$ cat config.mk
export PLATFORM = sky130hd
export DESIGN_NAME = ant_pheromone_move_choice_core
export DESIGN_NICKNAME = d
export VERILOG_FILES = /design/src/hdl/amc_pkg.sv /design/src/hdl/amc_weigh.sv /design/src/hdl/amc_wheel.sv /design/src/hdl/ant_pheromone_move_choice_core.sv
export VERILOG_INCLUDE_DIRS = /design/src /design/src/hdl
export SDC_FILE = /design/constraint.sdc
export NUM_CORES = 2
export LEC_CHECK = 0
export BUFFER_PORTS_ARGS = -buffer_cell sky130_fd_sc_hd__buf_2
export CAP_MARGIN = 10
export CORE_MARGIN = 4
export CORE_UTILIZATION = 45
export DETAILED_ROUTE_END_ITERATION = 10
export PLACE_DENSITY = 0.68
export SLEW_MARGIN = 40
export SYNTH_ARGS = -nofsm -noshare
export SYNTH_HDL_FRONTEND = slang
export SYNTH_SLANG_ARGS = --single-unit
$ cat constraint.sdc
create_clock -name clk -period 15.31 [get_ports clk]
set_input_delay 1.531 -clock clk [delete_from_list [all_inputs] [get_ports clk]]
set_output_delay 1.531 -clock clk [all_outputs]
set_load 0.01 [all_outputs]
$ cat src/hdl/assert_macros.svh
// assertion helpers, sampled on clk and disabled during arst_n
`ifndef ASSERT_MACROS_SVH
`define ASSERT_MACROS_SVH

// same-cycle implication
`define ASSERT_IMPL(lbl, ante, cons, msg) \
	lbl: assert property (@(posedge clk) disable iff (!arst_n) (ante) |-> (cons)) \
		else $error(msg);

// next-cycle implication
`define ASSERT_NEXT(lbl, ante, cons, msg) \
	lbl: assert property (@(posedge clk) disable iff (!arst_n) (ante) |=> (cons)) \
		else $error(msg);

`endif

$ cat src/hdl/amc_pkg.sv
package amc_pkg;

	localparam int COORD_BITS_DEF = 8;
	localparam int TRACE_BITS_DEF = 16;

	localparam int CFG_IDX_BITS  = 3;
	localparam int CFG_DATA_BITS = 9;
	localparam int GRID_BITS     = 9;
	localparam int CELL_BITS     = 8;
	localparam int BIAS_BITS     = 9;
	localparam int FACT_BITS     = 11;
	localparam int FRAC_BITS     = 16;
	localparam int DIR_BITS      = 3;
	localparam int NUM_SLOTS     = 4;
	localparam int CNT_BITS      = 3;
	localparam int NUM_STAGES    = 5;

	localparam logic [FACT_BITS-1:0] ONE_Q8 = 11'd256;

	localparam logic [CFG_IDX_BITS-1:0] REG_GRID_W = 3'd0;
	localparam logic [CFG_IDX_BITS-1:0] REG_GRID_H = 3'd1;
	localparam logic [CFG_IDX_BITS-1:0] REG_NEST_X = 3'd2;
	localparam logic [CFG_IDX_BITS-1:0] REG_NEST_Y = 3'd3;
	localparam logic [CFG_IDX_BITS-1:0] REG_FOOD_X = 3'd4;
	localparam logic [CFG_IDX_BITS-1:0] REG_FOOD_Y = 3'd5;
	localparam logic [CFG_IDX_BITS-1:0] REG_BIAS   = 3'd6;

	localparam logic [GRID_BITS-1:0] GRID_RST = 9'd64;
	localparam logic [BIAS_BITS-1:0] BIAS_RST = 9'd128;

	// neighbor slots in wheel order, same as the open mask bits
	localparam int SLOT_LEFT  = 0;
	localparam int SLOT_RIGHT = 1;
	localparam int SLOT_UP    = 2;
	localparam int SLOT_DOWN  = 3;

	typedef enum logic [DIR_BITS-1:0] {
		DIR_NONE  = 3'd0,
		DIR_UP    = 3'd1,
		DIR_RIGHT = 3'd2,
		DIR_DOWN  = 3'd3,
		DIR_LEFT  = 3'd4
	} dir_t;

	typedef struct packed {
		logic [GRID_BITS-1:0] grid_w;
		logic [GRID_BITS-1:0] grid_h;
		logic [CELL_BITS-1:0] nest_x;
		logic [CELL_BITS-1:0] nest_y;
		logic [CELL_BITS-1:0] food_x;
		logic [CELL_BITS-1:0] food_y;
		logic [BIAS_BITS-1:0] bias;
	} cfg_t;

	typedef struct packed {
		logic [NUM_SLOTS-1:0] avail;
		logic [CNT_BITS-1:0]  n_open;
		logic                 carry;
	} ctl_t;

	// bit k refers to stage k+1
	typedef struct packed {
		logic [NUM_STAGES-1:0] load;
		logic [NUM_STAGES-1:0] full;
	} pipe_t;

	function automatic dir_t slot_dir(input logic [1:0] slot);
		dir_t d;
		case (slot)
			2'd0: d = DIR_LEFT;
			2'd1: d = DIR_RIGHT;
			2'd2: d = DIR_UP;
			2'd3: d = DIR_DOWN;
			default: d = DIR_NONE;
		endcase
		return d;
	endfunction

	function automatic dir_t opposite_dir(input dir_t d);
		dir_t o;
		case (d)
			DIR_UP:    o = DIR_DOWN;
			DIR_DOWN:  o = DIR_UP;
			DIR_LEFT:  o = DIR_RIGHT;
			DIR_RIGHT: o = DIR_LEFT;
			default:   o = DIR_NONE;
		endcase
		return o;
	endfunction

endpackage

$ cat src/hdl/amc_weigh.sv
module amc_weigh
	import amc_pkg::*;
#(
	parameter int COORD_BITS = COORD_BITS_DEF,
	parameter int TRACE_BITS = TRACE_BITS_DEF
) (
	input  logic                  clk,
	input  pipe_t                 pipe,
	input  cfg_t                  cfg,
	input  logic [COORD_BITS-1:0] pos_x,
	input  logic [COORD_BITS-1:0] pos_y,
	input  logic [DIR_BITS-1:0]   back_dir,
	input  logic                  carrying,
	input  logic [NUM_SLOTS-1:0]  open_mask,
	input  logic [TRACE_BITS-1:0] trace [NUM_SLOTS],
	input  logic [FRAC_BITS-1:0]  rand_fraction,
	output ctl_t                  ctl_s2,
	output logic [COORD_BITS-1:0] pos_x_s2,
	output logic [COORD_BITS-1:0] pos_y_s2,
	output logic [FRAC_BITS-1:0]  rnd_s2,
	output logic [FACT_BITS+TRACE_BITS:0] w_s2 [NUM_SLOTS]
);

	localparam int EXT_BITS = ((COORD_BITS > GRID_BITS) ? COORD_BITS : GRID_BITS) + 1;
	localparam int TW_BITS  = TRACE_BITS + 1;
	localparam int WGT_BITS = FACT_BITS + TW_BITS;

	logic [EXT_BITS-1:0]  x_next, y_next;
	logic [NUM_SLOTS-1:0] avail;
	logic [CNT_BITS-1:0]  n_open;
	logic                 at_nest, at_food, rev, carry_nx;
	logic [FACT_BITS-1:0] back_f, other_f;
	logic [FACT_BITS-1:0] f [NUM_SLOTS];

	logic [FACT_BITS-1:0]  f_s1 [NUM_SLOTS];
	logic [TRACE_BITS-1:0] trc_s1 [NUM_SLOTS];
	logic [COORD_BITS-1:0] pos_x_s1, pos_y_s1;
	logic [FRAC_BITS-1:0]  rnd_s1;
	ctl_t                  ctl_s1;

	assign x_next = EXT_BITS'(pos_x) + EXT_BITS'(1);
	assign y_next = EXT_BITS'(pos_y) + EXT_BITS'(1);

	// a step off the grid or out of coordinate range is not open
	assign avail[SLOT_LEFT]  = open_mask[SLOT_LEFT] && (pos_x != '0);
	assign avail[SLOT_RIGHT] = open_mask[SLOT_RIGHT] && (pos_x != '1)
		&& (x_next < EXT_BITS'(cfg.grid_w));
	assign avail[SLOT_UP]    = open_mask[SLOT_UP] && (pos_y != '0);
	assign avail[SLOT_DOWN]  = open_mask[SLOT_DOWN] && (pos_y != '1)
		&& (y_next < EXT_BITS'(cfg.grid_h));

	assign n_open = CNT_BITS'($countones(avail));

	assign at_nest = (EXT_BITS'(pos_x) == EXT_BITS'(cfg.nest_x))
		&& (EXT_BITS'(pos_y) == EXT_BITS'(cfg.nest_y));
	assign at_food = (EXT_BITS'(pos_x) == EXT_BITS'(cfg.food_x))
		&& (EXT_BITS'(pos_y) == EXT_BITS'(cfg.food_y));

	assign rev = (back_dir == DIR_NONE) || (at_food && !carrying) || (at_nest && carrying);

	// pickup and drop apply unless exactly one move is open
	always_comb begin
		carry_nx = carrying;
		if (rev && (n_open != CNT_BITS'(1))) begin
			if (at_nest) begin
				carry_nx = 1'b0;
			end else if (at_food) begin
				carry_nx = 1'b1;
			end
		end
	end

	// factors scaled by n(n-1): back b(n-1), others 256n-b
	assign back_f  = FACT_BITS'(cfg.bias) * FACT_BITS'(n_open - CNT_BITS'(1));
	assign other_f = FACT_BITS'({n_open, 8'd0}) - FACT_BITS'(cfg.bias);

	always_comb begin
		for (int i = 0; i < NUM_SLOTS; i++) begin
			if (!avail[i]) begin
				f[i] = '0;
			end else if (rev) begin
				f[i] = ONE_Q8;
			end else if (back_dir == slot_dir(2'(i))) begin
				f[i] = back_f;
			end else begin
				f[i] = other_f;
			end
		end
	end

	always_ff @(posedge clk) begin
		if (pipe.load[0]) begin
			for (int i = 0; i < NUM_SLOTS; i++) begin
				f_s1[i]   <= f[i];
				trc_s1[i] <= trace[i];
			end
			pos_x_s1     <= pos_x;
			pos_y_s1     <= pos_y;
			rnd_s1       <= rand_fraction;
			ctl_s1.avail  <= avail;
			ctl_s1.n_open <= n_open;
			ctl_s1.carry  <= carry_nx;
		end
	end

	// weight = factor * (1.0 + trace)
	always_ff @(posedge clk) begin
		if (pipe.load[1]) begin
			for (int i = 0; i < NUM_SLOTS; i++) begin
				w_s2[i] <= WGT_BITS'(f_s1[i])
					* WGT_BITS'(TW_BITS'(trc_s1[i]) + TW_BITS'(ONE_Q8));
			end
			pos_x_s2 <= pos_x_s1;
			pos_y_s2 <= pos_y_s1;
			rnd_s2   <= rnd_s1;
			ctl_s2   <= ctl_s1;
		end
	end

endmodule

$ cat src/hdl/amc_wheel.sv
`include "assert_macros.svh"

module amc_wheel
	import amc_pkg::*;
#(
	parameter int COORD_BITS = COORD_BITS_DEF,
	parameter int TRACE_BITS = TRACE_BITS_DEF
) (
	input  logic                  clk,
	input  logic                  arst_n,
	input  pipe_t                 pipe,
	input  ctl_t                  ctl_s2,
	input  logic [COORD_BITS-1:0] pos_x_s2,
	input  logic [COORD_BITS-1:0] pos_y_s2,
	input  logic [FRAC_BITS-1:0]  rnd_s2,
	input  logic [FACT_BITS+TRACE_BITS:0] w_s2 [NUM_SLOTS],
	output logic [COORD_BITS-1:0] new_x_s5,
	output logic [COORD_BITS-1:0] new_y_s5,
	output logic [DIR_BITS-1:0]   new_back_dir_s5,
	output logic                  new_carrying_s5,
	output logic [DIR_BITS-1:0]   chosen_dir_s5,
	output logic                  stuck_s5
);

	localparam int WGT_BITS  = FACT_BITS + TRACE_BITS + 1;
	localparam int SUM_BITS  = WGT_BITS + 2;
	localparam int PROD_BITS = SUM_BITS + FRAC_BITS;

	logic [SUM_BITS-1:0]   p_s3 [NUM_SLOTS];
	logic [FRAC_BITS-1:0]  rnd_s3;
	logic [COORD_BITS-1:0] pos_x_s3, pos_y_s3;
	ctl_t                  ctl_s3;

	logic [PROD_BITS-1:0]  prod;
	logic [SUM_BITS-1:0]   r_s4;
	logic [SUM_BITS-1:0]   p_s4 [NUM_SLOTS-1];
	logic [COORD_BITS-1:0] pos_x_s4, pos_y_s4;
	ctl_t                  ctl_s4;

	logic [NUM_SLOTS-1:0]  last_oh, sel_oh;
	logic                  found;
	dir_t                  chosen;
	logic [COORD_BITS-1:0] nx, ny;

	// running sums, unavailable slots weigh zero
	always_ff @(posedge clk) begin
		if (pipe.load[2]) begin
			p_s3[0] <= SUM_BITS'(w_s2[0]);
			p_s3[1] <= SUM_BITS'(w_s2[0]) + SUM_BITS'(w_s2[1]);
			p_s3[2] <= SUM_BITS'(w_s2[0]) + SUM_BITS'(w_s2[1]) + SUM_BITS'(w_s2[2]);
			p_s3[3] <= SUM_BITS'(w_s2[0]) + SUM_BITS'(w_s2[1])
				+ SUM_BITS'(w_s2[2]) + SUM_BITS'(w_s2[3]);
			rnd_s3   <= rnd_s2;
			pos_x_s3 <= pos_x_s2;
			pos_y_s3 <= pos_y_s2;
			ctl_s3   <= ctl_s2;
		end
	end

	// draw point on the wheel: total * fraction
	assign prod = PROD_BITS'(p_s3[NUM_SLOTS-1]) * PROD_BITS'(rnd_s3);

	always_ff @(posedge clk) begin
		if (pipe.load[3]) begin
			r_s4 <= prod[PROD_BITS-1:FRAC_BITS];
			for (int i = 0; i < NUM_SLOTS - 1; i++) begin
				p_s4[i] <= p_s3[i];
			end
			pos_x_s4 <= pos_x_s3;
			pos_y_s4 <= pos_y_s3;
			ctl_s4   <= ctl_s3;
		end
	end

	// last open slot also serves a single move and a rounding miss
	always_comb begin
		last_oh = '0;
		for (int i = 0; i < NUM_SLOTS; i++) begin
			if (ctl_s4.avail[i]) begin
				last_oh = NUM_SLOTS'(1) << i;
			end
		end
	end

	always_comb begin
		sel_oh = '0;
		found  = 1'b0;
		if (ctl_s4.n_open >= CNT_BITS'(2)) begin
			for (int i = 0; i < NUM_SLOTS - 1; i++) begin
				if (!found && (r_s4 < p_s4[i])) begin
					sel_oh[i] = 1'b1;
					found     = 1'b1;
				end
			end
		end
		if (!found) begin
			sel_oh = last_oh;
		end
	end

	always_comb begin
		chosen = DIR_NONE;
		nx     = pos_x_s4;
		ny     = pos_y_s4;
		if (sel_oh[SLOT_LEFT]) begin
			chosen = DIR_LEFT;
			nx     = pos_x_s4 - COORD_BITS'(1);
		end else if (sel_oh[SLOT_RIGHT]) begin
			chosen = DIR_RIGHT;
			nx     = pos_x_s4 + COORD_BITS'(1);
		end else if (sel_oh[SLOT_UP]) begin
			chosen = DIR_UP;
			ny     = pos_y_s4 - COORD_BITS'(1);
		end else if (sel_oh[SLOT_DOWN]) begin
			chosen = DIR_DOWN;
			ny     = pos_y_s4 + COORD_BITS'(1);
		end
	end

	always_ff @(posedge clk) begin
		if (pipe.load[4]) begin
			new_x_s5        <= nx;
			new_y_s5        <= ny;
			chosen_dir_s5   <= chosen;
			new_back_dir_s5 <= opposite_dir(chosen);
			new_carrying_s5 <= ctl_s4.carry;
			stuck_s5        <= (ctl_s4.n_open == '0);
		end
	end

	`ASSERT_IMPL(a_sel_open, pipe.load[4] && pipe.full[3], $onehot0(sel_oh) && ((sel_oh & ~ctl_s4.avail) == '0), "move chosen from a closed neighbor")
	`ASSERT_IMPL(a_stuck_none, pipe.full[4] && stuck_s5, (chosen_dir_s5 == DIR_NONE) && (new_back_dir_s5 == DIR_NONE), "stuck item carries a direction")

endmodule

$ cat src/hdl/ant_pheromone_move_choice_core.sv
// channel   | dir | handshake                  | payload
// s_        | in  | s_tvalid / s_tready        | s_tdata: one ant with neighbor traces
// m_        | out | m_tvalid / m_tready        | m_tdata: move result
// cfg_      | in  | cfg_valid / cfg_ready      | cfg_index, cfg_data
//
// five register stages: factors, weights, running sums, draw, selection
// one item per cycle sustained while m_tready stays high; a stalled output holds the flow
// each stage holds its item while the next one is full and stalled, bubbles fill in
// arst_n clears valid bits and loads register reset values; cfg_ready is always high
`include "assert_macros.svh"

module ant_pheromone_move_choice_core
	import amc_pkg::*;
#(
	parameter int COORD_BITS = COORD_BITS_DEF,
	parameter int TRACE_BITS = TRACE_BITS_DEF,
	localparam int X_LO     = 0,
	localparam int Y_LO     = COORD_BITS,
	localparam int BD_LO    = 2 * COORD_BITS,
	localparam int CR_LO    = BD_LO + DIR_BITS,
	localparam int OM_LO    = CR_LO + 1,
	localparam int TR_LO    = OM_LO + NUM_SLOTS,
	localparam int RF_LO    = TR_LO + NUM_SLOTS * TRACE_BITS,
	localparam int IN_RAW   = RF_LO + FRAC_BITS,
	localparam int IN_BITS  = ((IN_RAW + 7) / 8) * 8,
	localparam int OUT_RAW  = 2 * COORD_BITS + 2 * DIR_BITS + 2,
	localparam int OUT_BITS = ((OUT_RAW + 7) / 8) * 8
) (
	input  logic                     clk,
	input  logic                     arst_n,
	input  logic                     s_tvalid,
	output logic                     s_tready,
	// pos_x, pos_y, back_dir, carrying, open_mask, trace_left, trace_right,
	// trace_up, trace_down, rand_fraction
	input  logic [IN_BITS-1:0]       s_tdata,
	output logic                     m_tvalid,
	input  logic                     m_tready,
	// new_x, new_y, new_back_dir, new_carrying, chosen_dir, stuck
	output logic [OUT_BITS-1:0]      m_tdata,
	input  logic                     cfg_valid,
	output logic                     cfg_ready,
	input  logic [CFG_IDX_BITS-1:0]  cfg_index,
	input  logic [CFG_DATA_BITS-1:0] cfg_data
);

	cfg_t                  cfg_q;
	logic [NUM_STAGES-1:0] pipe_valid_q;
	logic [NUM_STAGES-1:0] rdy;
	pipe_t                 pipe;

	logic [TRACE_BITS-1:0] trace [NUM_SLOTS];

	ctl_t                  ctl_s2;
	logic [COORD_BITS-1:0] pos_x_s2, pos_y_s2;
	logic [FRAC_BITS-1:0]  rnd_s2;
	logic [FACT_BITS+TRACE_BITS:0] w_s2 [NUM_SLOTS];

	logic [COORD_BITS-1:0] new_x_s5, new_y_s5;
	logic [DIR_BITS-1:0]   new_back_dir_s5, chosen_dir_s5;
	logic                  new_carrying_s5, stuck_s5;

	assign cfg_ready = 1'b1;

	always_ff @(posedge clk or negedge arst_n) begin
		if (!arst_n) begin
			cfg_q.grid_w <= GRID_RST;
			cfg_q.grid_h <= GRID_RST;
			cfg_q.nest_x <= '0;
			cfg_q.nest_y <= '0;
			cfg_q.food_x <= '0;
			cfg_q.food_y <= '0;
			cfg_q.bias   <= BIAS_RST;
		end else if (cfg_valid && cfg_ready) begin
			case (cfg_index)
				REG_GRID_W: cfg_q.grid_w <= cfg_data;
				REG_GRID_H: cfg_q.grid_h <= cfg_data;
				REG_NEST_X: cfg_q.nest_x <= cfg_data[CELL_BITS-1:0];
				REG_NEST_Y: cfg_q.nest_y <= cfg_data[CELL_BITS-1:0];
				REG_FOOD_X: cfg_q.food_x <= cfg_data[CELL_BITS-1:0];
				REG_FOOD_Y: cfg_q.food_y <= cfg_data[CELL_BITS-1:0];
				REG_BIAS:   cfg_q.bias   <= cfg_data;
				default: ;
			endcase
		end
	end

	// a stage takes a new item when it is empty or its item moves on
	always_comb begin
		rdy[NUM_STAGES-1] = !pipe_valid_q[NUM_STAGES-1] || m_tready;
		for (int k = NUM_STAGES - 2; k >= 0; k--) begin
			rdy[k] = !pipe_valid_q[k] || rdy[k+1];
		end
	end

	always_comb begin
		pipe.full    = pipe_valid_q;
		pipe.load[0] = rdy[0] && s_tvalid;
		for (int k = 1; k < NUM_STAGES; k++) begin
			pipe.load[k] = rdy[k] && pipe_valid_q[k-1];
		end
	end

	always_ff @(posedge clk or negedge arst_n) begin
		if (!arst_n) begin
			pipe_valid_q <= '0;
		end else begin
			if (rdy[0]) begin
				pipe_valid_q[0] <= s_tvalid;
			end
			for (int k = 1; k < NUM_STAGES; k++) begin
				if (rdy[k]) begin
					pipe_valid_q[k] <= pipe_valid_q[k-1];
				end
			end
		end
	end

	assign s_tready = rdy[0];
	assign m_tvalid = pipe_valid_q[NUM_STAGES-1];

	always_comb begin
		for (int i = 0; i < NUM_SLOTS; i++) begin
			trace[i] = s_tdata[TR_LO + i * TRACE_BITS +: TRACE_BITS];
		end
	end

	amc_weigh #(
		.COORD_BITS (COORD_BITS),
		.TRACE_BITS (TRACE_BITS)
	) u_weigh (
		.clk           (clk),
		.pipe          (pipe),
		.cfg           (cfg_q),
		.pos_x         (s_tdata[X_LO +: COORD_BITS]),
		.pos_y         (s_tdata[Y_LO +: COORD_BITS]),
		.back_dir      (s_tdata[BD_LO +: DIR_BITS]),
		.carrying      (s_tdata[CR_LO]),
		.open_mask     (s_tdata[OM_LO +: NUM_SLOTS]),
		.trace         (trace),
		.rand_fraction (s_tdata[RF_LO +: FRAC_BITS]),
		.ctl_s2        (ctl_s2),
		.pos_x_s2      (pos_x_s2),
		.pos_y_s2      (pos_y_s2),
		.rnd_s2        (rnd_s2),
		.w_s2          (w_s2)
	);

	amc_wheel #(
		.COORD_BITS (COORD_BITS),
		.TRACE_BITS (TRACE_BITS)
	) u_wheel (
		.clk             (clk),
		.arst_n          (arst_n),
		.pipe            (pipe),
		.ctl_s2          (ctl_s2),
		.pos_x_s2        (pos_x_s2),
		.pos_y_s2        (pos_y_s2),
		.rnd_s2          (rnd_s2),
		.w_s2            (w_s2),
		.new_x_s5        (new_x_s5),
		.new_y_s5        (new_y_s5),
		.new_back_dir_s5 (new_back_dir_s5),
		.new_carrying_s5 (new_carrying_s5),
		.chosen_dir_s5   (chosen_dir_s5),
		.stuck_s5        (stuck_s5)
	);

	assign m_tdata = OUT_BITS'({stuck_s5, chosen_dir_s5, new_carrying_s5,
		new_back_dir_s5, new_y_s5, new_x_s5});

	`ASSERT_IMPL(a_ready_full, !s_tready, (&pipe_valid_q) && !m_tready, "input stalled with room in the pipeline")
	`ASSERT_NEXT(a_in_fill, s_tvalid && s_tready, pipe_valid_q[0], "accepted item not in first stage")
	`ASSERT_NEXT(a_s4_hold, pipe_valid_q[3] && !rdy[4], pipe_valid_q[3] && pipe_valid_q[4], "stalled item dropped before output")

endmodule

==> flow_summary.json <==
{
  "status": "complete, no violations",
  "crit_slowest_cell": "fa_1",
  "postCtsHoldBufs": 0,
  "skew_ns": 0.0674,
  "postSynth.asyncResetShare_pct": 9.34,
  "cts_tree": "yes",
  "fmax_mhz": 108,
  "finalHoldViolCount": 0,
  "stdcell_count": 8603,
  "fill_cells": 13472,
  "crit_path_start_kind": "input pin",
  "wl_mm": 161,
  "numPlacedInstances": 8441,
  "start_util_pct": 45.5,
  "fin_tns_setup_ns": 0,
  "die_w_um": 398,
  "syn_area_per_cell_um2": 10.6,
  "yosysTopAreaCellShare_pct": 28.0,
  "syn_inst": 6477,
  "grt_pass1_vias": 49039,
  "post_cts_buffers": 0,
  "yosys.area.top_type": "fa_1",
  "clock_tree.root_cell": "clkbuf_16",
  "ys_warn_count": 0,
  "dieHeight_um": 398,
  "setup_viol": 0,
  "path_clk_slew_ns": 0.06,
  "area_delta_synth_final_pct": 8.50,
  "r2r_cells": 35,
  "final_nets": 8191,
  "grt_util_met2_pct": 36.6,
  "final_common_cell": "inv_1",
  "drc": 0,
  "min_period_ns": 9.30,
  "syn_nets": 8154,
  "hold_end": "u_wheel.p_s4[0][7]",
  "grt_busiest_layer": "met2",
  "worstPathArrival_ns": 9.71,
  "gr-total-overflow": 0,
  "synth_edf_count": 621,
  "antenna_left": 0,
  "cts_num_sinks": 685,
  "path_class": "input pin to flip-flop",
  "cts_resized": 0,
  "cts_htree_levels": 3,
  "relSlewSlack_pct": 38.5,
  "grt_max_degree": 77,
  "cts_buffer_depth": 3,
  "max_stage_delay_ns": 0.68,
  "synth_area_mm2": 0.0684,
  "synth.area.top_cells": "fa_1 28%, edfxtp_1 27%, ha_1 11%, inv_1 5.9%, nand2_1 5.1%",
  "worst_pin_slew_ns": 0.922,
  "hold_class": "flip-flop to flip-flop",
  "rows": 142,
  "fin_area_mm2": 0.0743,
  "ioPinCount": 148,
  "use_met1_pct": 26.9,
  "grt_pass1_wl_mm": 264,
  "rsz0062_at_grt": "no",
  "hold_depth": 0,
  "crit_fanout": 9,
  "reg2reg_to": "u_weigh.f_s1[1][10]",
  "postPlaceCellArea_mm2": 0.0713,
  "slew_violations": 0,
  "crit_path_frequent_cell": "ha_1",
  "routed-via-count": 45509,
  "hpwl_mm": 126,
  "fin_crit_sh_pct": 60.7,
  "max_cap_viol_count": 0,
  "cts_buffers": 82,
  "drt_iter0_drc": 2977,
  "drive_gt1_share_pct": 6.72,
  "met3_usage_pct": 3.40,
  "dieArea_mm2": 0.158,
  "wl_per_cell_um": 18.7,
  "layout_common_cells": "1085 x inv_1, 956 x fa_1, 935 x nand2_1",
  "r2r-start": "cfg_q[51]",
  "synthDistinctLibCells": 100,
  "grt_usage_pct": 21.0,
  "ys_seq_area_share_pct": 29.6,
  "reg2reg_setup_slack_ns": 6.99,
  "drt_pass1_iterations": 7,
  "endpoint_kind": "flip-flop",
  "clock_latency_ns": 0.72,
  "viasPerCell": 5.29,
  "synth_ff_type": "edfxtp_1",
  "min-delay-start": "u_wheel.p_s3[0][7]",
  "final_core_util_pct": 49.4,
  "antenna_found_initial": 13,
  "required_ns": 15.72,
  "portBuffers": 146,
  "synth-seq-cells": 685,
  "gp_congestion": 0.914,
  "coreArea_mm2": 0.150
}
synthesized netlist by cell type, types with 8 or more instances:
cell type	instances
inv_1	1085
fa_1	956
nand2_1	935
edfxtp_1	621
ha_1	600
and2_1	432
clkbuf_1	237
xnor2_1	220
a21oi_1	193
nor2_1	193
o21ai_0	99
a21o_1	96
xor2_1	74
nand2b_1	67
dfrtp_1	61
nand3_1	60
o21a_1	52
nor2b_1	50
mux2_2	44
nor3_1	43
nand4_1	34
o21bai_1	32
a211oi_1	31
and3_1	24
a31oi_1	21
nor4_1	15
or2_2	11
o211ai_1	10
or3_1	10
a211o_1	9
o21ai_1	8
sequential cells by signal (all words and copies together) (netlist names), 30 cells and up:
name,cells
u_weigh.trc_s1,64
u_weigh.w_s2,112
u_wheel.p_s4,87
u_wheel.r_s4,30
u_wheel.p_s3,117
u_weigh.f_s1,44
cfg_q,59
metal layers:
layer,share of wire (%),vias to the layer above
li1,-,20771
met1,41,23161
met2,50,1295
met3,6.0,270
met4,3.2,12
met5,0.048,-
worst max-delay path: cells and delay by family:
family	cells	cell delay, ns
adders and majority gates	12	4.08
AOI/OAI and AO/OA	13	2.28
xor gates and xnor gates	2	0.92
buffers and inverters	8	0.60
and+or+nand+nor	2	0.26
layout make-up:
cell class	instances	area [um2]	area share (%)
multi-input combinational	4462	43300	58.4
sequential	685	20300	27.3
inverter	1085	4070	5.48
tap	2016	2520	3.40
clock buffer	95	2150	2.90
timing repair buffer	198	1180	1.59
clock inverter	55	732	0.986
antenna	7	17.5	0.0236
stage by stage:
stage / hold WS [ns] / setup WS, ns
final: 0.402 / 6.01
after global routing: 0.410 / 5.42
after CTS: 0.393 / 5.70
after detailed placement: 0.405 / 4.95
after global placement: 0.401 / 4.98
after floorplan: 0.400 / 6.19
cell families after synthesis:
| group | share of synthesized area (%) |
|---|---|
| XOR/XNOR | 3.76 |
| flip-flops | 29.6 |
| multiplexers | 0.826 |
| AO/OA/AOI/OAI | 6.32 |
| adder cells (fa/ha/maj) | 38.9 |
| AND/OR/NAND/NOR | 13.2 |
| buffers and inverters | 7.33 |
| other | 0.00548 |
worst max path at each step:
stage / endpoint / startpoint / cells past startpoint / slack [ns]
floorplan: u_weigh.f_s1[2][10] / s_tdata[0] / 31 / 6.19
global placement: u_weigh.f_s1[1][10] / s_tdata[0] / 32 / 4.98
detailed placement: u_weigh.f_s1[1][10] / s_tdata[0] / 32 / 4.95
CTS: u_weigh.f_s1[1][10] / s_tdata[0] / 32 / 5.70
global route: u_weigh.f_s1[2][10] / s_tdata[0] / 37 / 5.42
finish: u_weigh.f_s1[1][10] / s_tdata[0] / 37 / 6.01
Power is left out: the tool's default activity adds up to more than one toggle a clock period on the data nets, which glitch-free logic cannot reach.
